<file path="config.mk">
export PLATFORM = sky130hd
export DESIGN_NAME = edit_distance_engine
export DESIGN_NICKNAME = d
export VERILOG_FILES = /design/src/hdl/ede_pkg.sv /design/src/hdl/edit_distance_engine.sv
export SDC_FILE = /design/constraint.sdc
export NUM_CORES = 1
export LEC_CHECK = 0
export BUFFER_PORTS_ARGS = -buffer_cell sky130_fd_sc_hd__clkbuf_2
export CAP_MARGIN = 10
export CORE_UTILIZATION = 40
export DETAILED_ROUTE_END_ITERATION = 16
export HOLD_SLACK_MARGIN = 0.05
export PLACE_DENSITY_LB_ADDON = 0.2
export RECOVER_POWER = 100
export SYNTH_ARGS = -nofsm -noshare
export SYNTH_HDL_FRONTEND = slang
export SYNTH_SLANG_ARGS = --single-unit
</file>
<file path="constraint.sdc">
create_clock -name i_clk -period 20.2 [get_ports i_clk]
set_clock_uncertainty 0.2 [all_clocks]
set_input_delay 3.03 -clock i_clk [delete_from_list [all_inputs] [get_ports i_clk]]
set_output_delay 3.03 -clock i_clk [all_outputs]
set_load 0.02 [all_outputs]
</file>
<file path="src/hdl/ede_pkg.sv">
package ede_pkg;

    localparam int MAX_LEN = 64;
    localparam int LEN_W   = $clog2(MAX_LEN + 1);
    localparam int ADDR_W  = $clog2(MAX_LEN);
    localparam int CHAR_W  = 8;
    localparam int DIST_W  = 7;
    localparam int ERR_W   = 2;

    typedef enum logic [1:0] {
        FN_CLEAR  = 2'd0,
        FN_FIRST  = 2'd1,
        FN_SECOND = 2'd2,
        FN_REPORT = 2'd3
    } t_func;

    typedef enum logic [ERR_W-1:0] {
        ERR_OK   = 2'd0,
        ERR_FULL = 2'd1,
        ERR_LATE = 2'd2
    } t_err;

    typedef enum logic [1:0] {
        ST_IDLE,
        ST_WALK,
        ST_RPT
    } t_state;

endpackage

</file>
<file path="src/hdl/edit_distance_engine.sv">
// channel   direction   handshake                   payload
// in        sink        i_in_valid / o_in_ready     i_func, i_char_value
// out       source      o_out_valid / i_out_ready   o_distance, o_error_code
//
// clear, first-string and non-walking second-string items are handled in the idle state
// a report reads the row memory, then loads the output register
// a row walk reads one cell and writes one back per cycle, the read running
//   one cell ahead of the write
// i_rst_n clears the lengths, the error and the output valid, not the memories
// a report waits in place while the output still holds an untaken item
module edit_distance_engine (
    input  logic                        i_clk,
    input  logic                        i_rst_n,
    input  logic                        i_in_valid,
    output logic                        o_in_ready,
    input  logic [1:0]                  i_func,
    input  logic [ede_pkg::CHAR_W-1:0]  i_char_value,
    output logic                        o_out_valid,
    input  logic                        i_out_ready,
    output logic [ede_pkg::DIST_W-1:0]  o_distance,
    output logic [ede_pkg::ERR_W-1:0]   o_error_code
);

    // storage
    logic [ede_pkg::CHAR_W-1:0] mem_fs [ede_pkg::MAX_LEN];
    logic [ede_pkg::DIST_W-1:0] mem_dp [ede_pkg::MAX_LEN];  // cells 1..MAX_LEN

    ede_pkg::t_state             r_state, n_state;
    logic [ede_pkg::LEN_W-1:0]   r_first_len;
    logic [ede_pkg::LEN_W-1:0]   r_second_len;   // also cell 0 of the row
    ede_pkg::t_err               r_err;
    logic [ede_pkg::LEN_W-1:0]   r_idx;
    logic                        r_pend;
    logic [ede_pkg::ADDR_W-1:0]  r_wr_addr;
    logic [ede_pkg::DIST_W-1:0]  r_diag;
    logic [ede_pkg::DIST_W-1:0]  r_left;
    logic [ede_pkg::CHAR_W-1:0]  r_ch;
    logic [ede_pkg::CHAR_W-1:0]  r_fs_q;
    logic [ede_pkg::DIST_W-1:0]  r_dp_q;
    logic                        r_out_valid;
    logic [ede_pkg::DIST_W-1:0]  r_distance;
    logic [ede_pkg::ERR_W-1:0]   r_error_code;

    ede_pkg::t_func              in_func;
    logic                        in_acc;
    logic                        out_free;
    logic                        rd_en;
    logic                        fs_rd_en;
    logic [ede_pkg::ADDR_W-1:0]  rd_addr;
    logic                        walk_issue;
    logic                        walk_last;
    logic                        sec_full;
    logic                        first_ok;
    logic [ede_pkg::DIST_W-1:0]  up;
    logic [ede_pkg::DIST_W-1:0]  min_ul;
    logic [ede_pkg::DIST_W-1:0]  min3;
    logic [ede_pkg::DIST_W-1:0]  dp_cell;
    logic [ede_pkg::DIST_W-1:0]  rpt_value;

    assign in_func    = ede_pkg::t_func'(i_func);
    assign in_acc     = i_in_valid && o_in_ready;
    assign out_free   = !r_out_valid || i_out_ready;
    assign sec_full   = (r_second_len >= ede_pkg::LEN_W'(ede_pkg::MAX_LEN));
    assign first_ok   = (r_second_len == '0) &&
                        (r_first_len < ede_pkg::LEN_W'(ede_pkg::MAX_LEN));
    assign walk_issue = (r_idx < r_first_len);
    assign walk_last  = r_pend && !walk_issue;

    // one dp cell per cycle
    assign up      = r_dp_q;
    assign min_ul  = (up < r_left) ? up : r_left;
    assign min3    = (min_ul < r_diag) ? min_ul : r_diag;
    assign dp_cell = (r_fs_q == r_ch) ? r_diag : min3 + ede_pkg::DIST_W'(1);

    assign rpt_value = (r_first_len == '0) ? ede_pkg::DIST_W'(r_second_len) : r_dp_q;

    // next state
    always_comb begin
        n_state = r_state;
        unique case (r_state)
            ede_pkg::ST_IDLE: begin
                if (in_acc) begin
                    if (in_func == ede_pkg::FN_REPORT) begin
                        n_state = ede_pkg::ST_RPT;
                    end else if (in_func == ede_pkg::FN_SECOND && !sec_full &&
                                 r_first_len != '0) begin
                        n_state = ede_pkg::ST_WALK;
                    end
                end
            end
            ede_pkg::ST_WALK: begin
                if (walk_last) begin
                    n_state = ede_pkg::ST_IDLE;
                end
            end
            ede_pkg::ST_RPT: begin
                if (out_free) begin
                    n_state = ede_pkg::ST_IDLE;
                end
            end
            default: n_state = ede_pkg::ST_IDLE;
        endcase
    end

    // state outputs
    always_comb begin
        o_in_ready = 1'b0;
        rd_en      = 1'b0;
        fs_rd_en   = 1'b0;
        rd_addr    = r_idx[ede_pkg::ADDR_W-1:0];
        unique case (r_state)
            ede_pkg::ST_IDLE: begin
                o_in_ready = 1'b1;
                // report reads cell first_length, stored at first_length - 1
                rd_addr    = ede_pkg::ADDR_W'(r_first_len - ede_pkg::LEN_W'(1));
                rd_en      = in_acc && in_func == ede_pkg::FN_REPORT &&
                             r_first_len != '0;
            end
            ede_pkg::ST_WALK: begin
                rd_en    = walk_issue;
                fs_rd_en = walk_issue;
            end
            ede_pkg::ST_RPT: begin
            end
            default: begin
            end
        endcase
    end

    always_ff @(posedge i_clk) begin
        if (rd_en) begin
            r_dp_q <= mem_dp[rd_addr];
        end
        if (fs_rd_en) begin
            r_fs_q <= mem_fs[rd_addr];
        end
        if (r_state == ede_pkg::ST_WALK && r_pend) begin
            mem_dp[r_wr_addr] <= dp_cell;
        end else if (in_acc && in_func == ede_pkg::FN_FIRST && first_ok) begin
            mem_dp[r_first_len[ede_pkg::ADDR_W-1:0]] <=
                ede_pkg::DIST_W'(r_first_len + ede_pkg::LEN_W'(1));
        end
        if (in_acc && in_func == ede_pkg::FN_FIRST && first_ok) begin
            mem_fs[r_first_len[ede_pkg::ADDR_W-1:0]] <= i_char_value;
        end
    end

    // control registers
    always_ff @(posedge i_clk) begin
        if (!i_rst_n) begin
            r_state      <= ede_pkg::ST_IDLE;
            r_first_len  <= '0;
            r_second_len <= '0;
            r_err        <= ede_pkg::ERR_OK;
            r_idx        <= '0;
            r_pend       <= 1'b0;
            r_out_valid  <= 1'b0;
        end else begin
            r_state <= n_state;
            if (in_acc) begin
                case (in_func)
                    ede_pkg::FN_CLEAR: begin
                        r_first_len  <= '0;
                        r_second_len <= '0;
                        r_err        <= ede_pkg::ERR_OK;
                    end
                    ede_pkg::FN_FIRST: begin
                        if (r_second_len != '0) begin
                            if (r_err == ede_pkg::ERR_OK) r_err <= ede_pkg::ERR_LATE;
                        end else if (!first_ok) begin
                            if (r_err == ede_pkg::ERR_OK) r_err <= ede_pkg::ERR_FULL;
                        end else begin
                            r_first_len <= r_first_len + ede_pkg::LEN_W'(1);
                        end
                    end
                    ede_pkg::FN_SECOND: begin
                        if (sec_full) begin
                            if (r_err == ede_pkg::ERR_OK) r_err <= ede_pkg::ERR_FULL;
                        end else begin
                            r_second_len <= r_second_len + ede_pkg::LEN_W'(1);
                        end
                    end
                    default: begin
                    end
                endcase
            end
            if (in_acc && in_func == ede_pkg::FN_SECOND) begin
                r_idx  <= '0;
                r_pend <= 1'b0;
            end else if (r_state == ede_pkg::ST_WALK) begin
                if (walk_issue) begin
                    r_idx <= r_idx + ede_pkg::LEN_W'(1);
                end
                r_pend <= walk_issue;
            end
            if (r_state == ede_pkg::ST_RPT && out_free) begin
                r_out_valid <= 1'b1;
            end else if (i_out_ready) begin
                r_out_valid <= 1'b0;
            end
        end
    end

    // walk and output payload
    always_ff @(posedge i_clk) begin
        if (in_acc && in_func == ede_pkg::FN_SECOND) begin
            r_diag <= ede_pkg::DIST_W'(r_second_len);
            r_left <= ede_pkg::DIST_W'(r_second_len + ede_pkg::LEN_W'(1));
            r_ch   <= i_char_value;
        end else if (r_state == ede_pkg::ST_WALK && r_pend) begin
            r_diag <= up;
            r_left <= dp_cell;
        end
        r_wr_addr <= r_idx[ede_pkg::ADDR_W-1:0];
        if (r_state == ede_pkg::ST_RPT && out_free) begin
            r_distance   <= rpt_value;
            r_error_code <= r_err;
        end
    end

    assign o_out_valid  = r_out_valid;
    assign o_distance   = r_distance;
    assign o_error_code = r_error_code;

    a_walk_bound: assert property (@(posedge i_clk) disable iff (!i_rst_n)
        r_state == ede_pkg::ST_WALK |-> (r_idx <= r_first_len && r_first_len != '0))
        else $error("row walk index beyond first length");

    a_len_bound: assert property (@(posedge i_clk) disable iff (!i_rst_n)
        (r_first_len <= ede_pkg::LEN_W'(ede_pkg::MAX_LEN)) &&
        (r_second_len <= ede_pkg::LEN_W'(ede_pkg::MAX_LEN)))
        else $error("string length beyond limit");

    a_err_sticky: assert property (@(posedge i_clk) disable iff (!i_rst_n)
        (r_err != ede_pkg::ERR_OK && !(in_acc && in_func == ede_pkg::FN_CLEAR))
        |=> r_err == $past(r_err))
        else $error("sticky error changed without clear");

    a_first_late: assert property (@(posedge i_clk) disable iff (!i_rst_n)
        (in_acc && in_func == ede_pkg::FN_FIRST && r_second_len != '0)
        |=> $stable(r_first_len))
        else $error("first string grew after second string began");

endmodule

</file>
==> results of run 1 <==
power by group:
part	total, mW	internal (mW)	switching [mW]
combinational	0.377	0.102	0.276
sequential	2.41	2.41	0.00288
clock	1.96	1.14	0.824
total	4.75	3.65	1.10
cells in the final DEF (no fill, tap or decap), types with 6 or more instances in the layout:
cell,n
a21boi_0,7
a21oi_1,98
a22oi_1,62
buf_4,14
bufinv_16,16
clkbuf_1,48
clkbuf_16,102
clkbuf_2,7
clkinv_1,20
clkinv_2,18
clkinvlp_4,8
dfxtp_1,33
edfxtp_1,1006
ha_1,28
inv_1,33
mux2_2,7
mux2i_1,8
mux4_2,120
nand2_1,625
nand2b_1,8
nand3_1,339
nand3b_1,6
nor2_1,236
nor2b_1,8
nor3_1,9
nor4_1,12
nor4_2,6
o21ai_0,35
o22ai_1,33
o31ai_1,11
xnor2_1,17
xor2_1,13
metal layers:
metal	wire [microns]	GRT usage	part of all wire
met5	0	0	0
met4	3025	0.06481	0.028
met3	7162	0.03100	0.066
met2	51390	0.3252	0.47
met1	46710	0.2760	0.43
registers in the layout (all words and copies together), names as in the netlist:
signal and flops:
r_err 2, o_error_code 2, r_pend 1, r_wr_addr 6, r_diag 7, r_second_len 7, r_first_len 7, mem_dp 448
r_ch 8, r_idx 7, o_out_valid 1, mem_fs 512, r_fs_q 8, r_left 7, r_dp_q 7, o_distance 7
r_state 2
path summary, 6_finish.rpt:
check | start | endpoint | slack (ns) | cells after the start
setup / recovery | r_state[1] | r_fs_q[1] | 10.63 | 10
hold / removal | r_idx[3] | r_wr_addr[3] | 0.23 | 0
setup reg to reg | r_state[1] | r_fs_q[1] | 10.63 | 10
hold reg to reg | r_idx[3] | r_wr_addr[3] | 0.23 | 0
cell type report:
type | count | area share
tap | 1391 | 0.03673
inverter | 36 | 0.002851
clock buffer | 113 | 0.05473
timing repair buffer | 59 | 0.006310
clock inverter | 76 | 0.01875
multi-input combinational | 1759 | 0.2292
sequential | 1039 | 0.6514
metrics by stage:
stage | power (mW) | area, sq um | hold slack (ns) | cells
after floorplan | 2.684 | 42750 | 0.1869 | 2999
after global placement | 2.829 | 44090 | 0.2251 | 4283
after detailed placement | 2.831 | 44090 | 0.2189 | 4283
after CTS | 4.780 | 47570 | 0.2273 | 4472
after global routing | 4.897 | 47390 | 0.2408 | 4473
final | 4.753 | 47390 | 0.2288 | 4473
cell families after synthesis:
family          after synthesis  share of synthesized area
simple gates               1280                     0.1296
fa+ha+maj                    28                   0.008196
compound gates              284                    0.04186
mux                         137                    0.06744
xor+xnor                     30                   0.006147
buf+inv                     201                    0.02456
flops                      1039                     0.7222
==> flow_summary.toml, run 1 <==
[worst_setup_path]
worstPathMaxFanout = 80
critPathArrivalTime_ns = 9.77
slowest_delay_ns = 2.67
critPathMostFrequentCell = "nor2_1"
critPathCaptureType = "flop"
cp_top_family = "buffers and inverters"
crit_chain = "nor2_1, nor2_1, a21oi_1, clkbuf_1, nor2_2, clkbuf_1, a22oi_1, nand2_1, nor2_1, nor4_1"
cp-start-kind = "flop"
crit_buf_inv = 2
cp_slowest_cell = "clkbuf_1"
crit_type = "flop to flop"
required_ns = 20.40

[route]
drc = 4
viasPerCell = 5.561
wirelength_microns = 108300
post_drt_wl_per_cell_microns = 24.21
drtPass1Iterations = 13
vias = 24880
first_iter_violations = 2632
ant_nets = 0

[floorplanning]
die_h_microns = 328.9
die_x_microns = 328.9
core-area_sq_um = 105600
ios = 25
dieArea_sq_um = 108200
num_rows = 119
initial_core_util = 0.4049

[clock_network]
path_clk_slew_ns = 0.07
clock_latency_ns = 0.68
ctsResizeCount = 0
cts.sink_count = 1039
cts_hold_buf = 0
cts_max_level = 3
cts.path.max_buffers = 3
cts_tree = "built"
root_buffer = "clkbuf_16"
cts_made_buffers = 101
post_cts_buffers = 0

[logic_synthesis]
yosysWarningCount = 0
synth.area.top_cells = "edfxtp_1 (71%), mux4_2 (6.3%), nand2_1 (5.5%)"
synth.top_cells.by_count = "edfxtp_1 (1006), nand2_1 (625), nand3_1 (339)"
post-synth-top-count-cell = "edfxtp_1"
seq_area_frac_synth = 0.7222
synth_edf_count = 1006
yosys.cell_types.count = 64
synth.top_cell.area_share = 0.7067
syn-instance-count = 2999
avgSynthCellArea_sq_um = 14.25
synth_nets = 3041
async_flop_share = 0
ys_ff_latch = 1039
synth_top_area_cell = "edfxtp_1"
synth-main-ff-cell = "edfxtp_1"
synth_area_sq_um = 42750

[layout]
area_delta_synth_final_pct = 10.87
drive_gt1_frac = 0.1106
seq_area_sq_um = 30870
fillers = 9204
antennaDiodeCount = 0
multi_input_area_sq_um = 10860
fin_util = 0.4489
nets = 3038

[power_and_ir_drop]
p_per_area_nw_per_um2 = 100.3
ir_worst_vdd_v = 0.00006296
power_leakage_nw = 15.49

[outcome]
failed_checks = "DRC, capacitance limit, slew limit"
status = "finished with violations"

[sta]
finalCriticalPeriod_ns = 9.572
hold_violations = 0
fin_setup_tns_ns = 0
fin_ws_ns = 10.63
worst_slew_pin_slew_ns = 4.025
fmax_ghz = 0.1045
setup_viol = 0
max_slew_margin = -1.683
rsz0062_at_grt = "false"
fin_crit_sh = 0.4738
drv_slew = 1218

[grt]
grtUsageTotal = 0.2001
grt_max_degree = 160
antenna_found_initial = 1
grt_pass1_vias = 24920
grt_overflow = 0
grt_pass1_wl_microns = 160600

[placement]
dp_slack_ns = 13.26
port_buffers = 24
dpl.hpwl_microns = 64590
gp_congestion = 0.8802

[hold_path]
hp-class = "flop to flop"

[run]
cap_violations = 23
(Power assumes the default switching activity.)
==> inputs of run 2 (changes only) <==
clock period = 8.3 ns   (was 20.2 ns; I/O delays follow)
==> run 2 against run 1 <==
  * The flow still finishes with violations (DRC, capacitance limit, slew limit)
  * Non-clock buffer count unchanged
  * First-iteration DRC count decreased by 9.8%
  * Sequential cell count stayed put
  * Wire length down 4.3%
  * Final area shrank 0.24%
  * Core utilization shrank 0.11 points
  * Via count fell by 1.7%
  * Cell count about the same
  * Worst setup slack got worse by 9.2 ns
  * Fmax grew 39%
  * Largest cell class unchanged
==> flow_summary.toml, run 2 (synthesis gave the netlist of run 1 again) <==
[power_and_ir_drop]
intPower_mw = 8.734
ir_worst_vdd_v = 0.0001535
swShare = 0.2305
pwr-share-comb = 0.079
report.power.total_mw = 11.35
power_leakage_nw = 15.49
p_sw_mw = 2.616
pwr-share-clk = 0.405
p_per_area_nw_per_um2 = 240.1
p_seq_frac = 0.516

[route]
vias = 24450
viasPerCell = 5.468
drtPass1Iterations = 12
drc = 4
first_iter_violations = 2373
wirelength_microns = 103600
ant_nets = 0
post_drt_wl_per_cell_microns = 23.17

[outcome]
status = "finished with violations"
failed_checks = "DRC, capacitance limit, slew limit"

[run]
cap_violations = 15

[worst_setup_path]
required_ns = 8.39
cp_slowest_cell = "a21oi_1"
startpoint = "r_dp_q[4]"
crit_chain = "ha_1, a21oi_1, o21ai_0, a21oi_1, mux2i_1, inv_1, ha_1, a21oi_1, nand3_1, o31ai_1, clkbuf_1, mux2_2, ha_1, nand3_1, xor2_1, nand2_1, o2111ai_1, o21ai_0, a211oi_1, a21oi_4, buf_4"
critPathArrivalTime_ns = 6.95
crit_buf_inv = 3
critPathCaptureType = "flop"
worstPathMaxFanout = 64
r2r-start = "r_dp_q[4]"
cp_top_family = "compound AO/OA/AOI/OAI gates"
cp-start-kind = "flop"
crit_type = "flop to flop"
slowest_delay_ns = 1.04

[layout]
fin_util = 0.4479
drive_gt1_frac = 0.1101
fin_cells = 4471
nets = 3040
largest_reg_flops = 512
antennaDiodeCount = 0
design_area_sq_um = 47280
fillers = 9220
final_common_cell = "edfxtp_1"
area_delta_synth_final_pct = 10.60
final_cell_mix = "edfxtp_1 (1006), nand2_1 (625), nand3_1 (339)"

[floorplanning]
core-area_sq_um = 105600
die_x_microns = 328.9
die_h_microns = 328.9
ios = 25
num_rows = 119
initial_core_util = 0.4049
dieArea_sq_um = 108200

[clock_network]
path_clk_slew_ns = 0.06
post_cts_buffers = 0
clock_latency_ns = 0.68
ctsResizeCount = 0
cts_made_buffers = 103
cts_tree = "built"
cts_hold_buf = 0
cts_max_level = 3
cts.path.max_buffers = 3
root_buffer = "clkbuf_16"
cts.sink_count = 1039

[sta]
fin_crit_sh = 0.8272
hold_violations = 0
holdWs_ns = 0.2664
worst_slew_pin_slew_ns = 3.348
setup_viol = 0
fin_setup_tns_ns = 0
fmax_ghz = 0.1456
fin_ws_ns = 1.434
rsz0062_at_grt = "false"
max_slew_margin = -1.232
drv_slew = 823
finalCriticalPeriod_ns = 6.866

[grt]
antenna_found_initial = 0
grt_max_degree = 171
grt_overflow = 0
grtUsageTotal = 0.1913
grt_pass1_wl_microns = 155900
grt_pass1_vias = 24350

[placement]
place_area_sq_um = 44120
dp_cells = 4283
gp_congestion = 0.8368
dp_slack_ns = 2.269
port_buffers = 24
dpl.hpwl_microns = 61310

[hold_path]
hp-start = "r_idx[2]"
hp-class = "flop to flop"
run 2: changes by cell type in the layout (fill, tap and decap cells not counted), sizes merged:
cell,previous run,this run
bufinv,16,10
clkbuf,157,164
inv,41,40
clkinvlp,8,3
buf,15,18
run 2: power groups by stage:
stage               clock [mW]  combinational, mW  sequential (mW)
CTS                       4.68              0.921             5.85
finish                    4.60              0.899             5.86
global placement             0              0.903             5.96
global route              4.87              0.976             5.86
floorplan                    0              0.567             5.96
detailed placement           0              0.920             5.96
run 2: layout make-up:
type | count | area, sq um | share of cell area
Sequential cell | 1039 | 30870 | 0.6529
Multi-Input combinational cell | 1759 | 10860 | 0.2298
Clock buffer | 123 | 2704 | 0.05719
Tap cell | 1391 | 1740 | 0.03681
Clock inverter | 64 | 613.1 | 0.01297
Timing Repair Buffer | 59 | 352.8 | 0.007463
Inverter | 36 | 135.1 | 0.002858
run 2: worst reg2reg max path, cell delays in order, from the launching register on:
cell and delay, ns:
edfxtp_1 0.55, ha_1 0.36, a21oi_1 0.18, o21ai_0 0.15, a21oi_1 1.04, mux2i_1 0.41
inv_1 0.08, ha_1 0.29, a21oi_1 0.19, nand3_1 0.09, o31ai_1 0.21, clkbuf_1 0.47
mux2_2 0.40, ha_1 0.27, nand3_1 0.16, xor2_1 0.16, nand2_1 0.07, o2111ai_1 0.15
o21ai_0 0.12, a211oi_1 0.43, a21oi_4 0.08, buf_4 0.36
run 2: worst paths after layout:
check | slack (ns) | depth (start not counted) | endpoint
min | 0.27 | 0 | r_wr_addr[2]
max reg2reg | 1.43 | 21 | mem_dp[18][4]
min reg2reg | 0.27 | 0 | r_wr_addr[2]
max | 1.43 | 21 | mem_dp[18][4]
run 2: per-layer routing:
layer,part of all wire,vias to the layer above,GRT usage
met5,0,-,0
met3,0.057,119,0.03112
met2,0.47,713,0.3045
met1,0.45,12420,0.2751
li1,-,11200,-
met4,0.016,0,0.04550
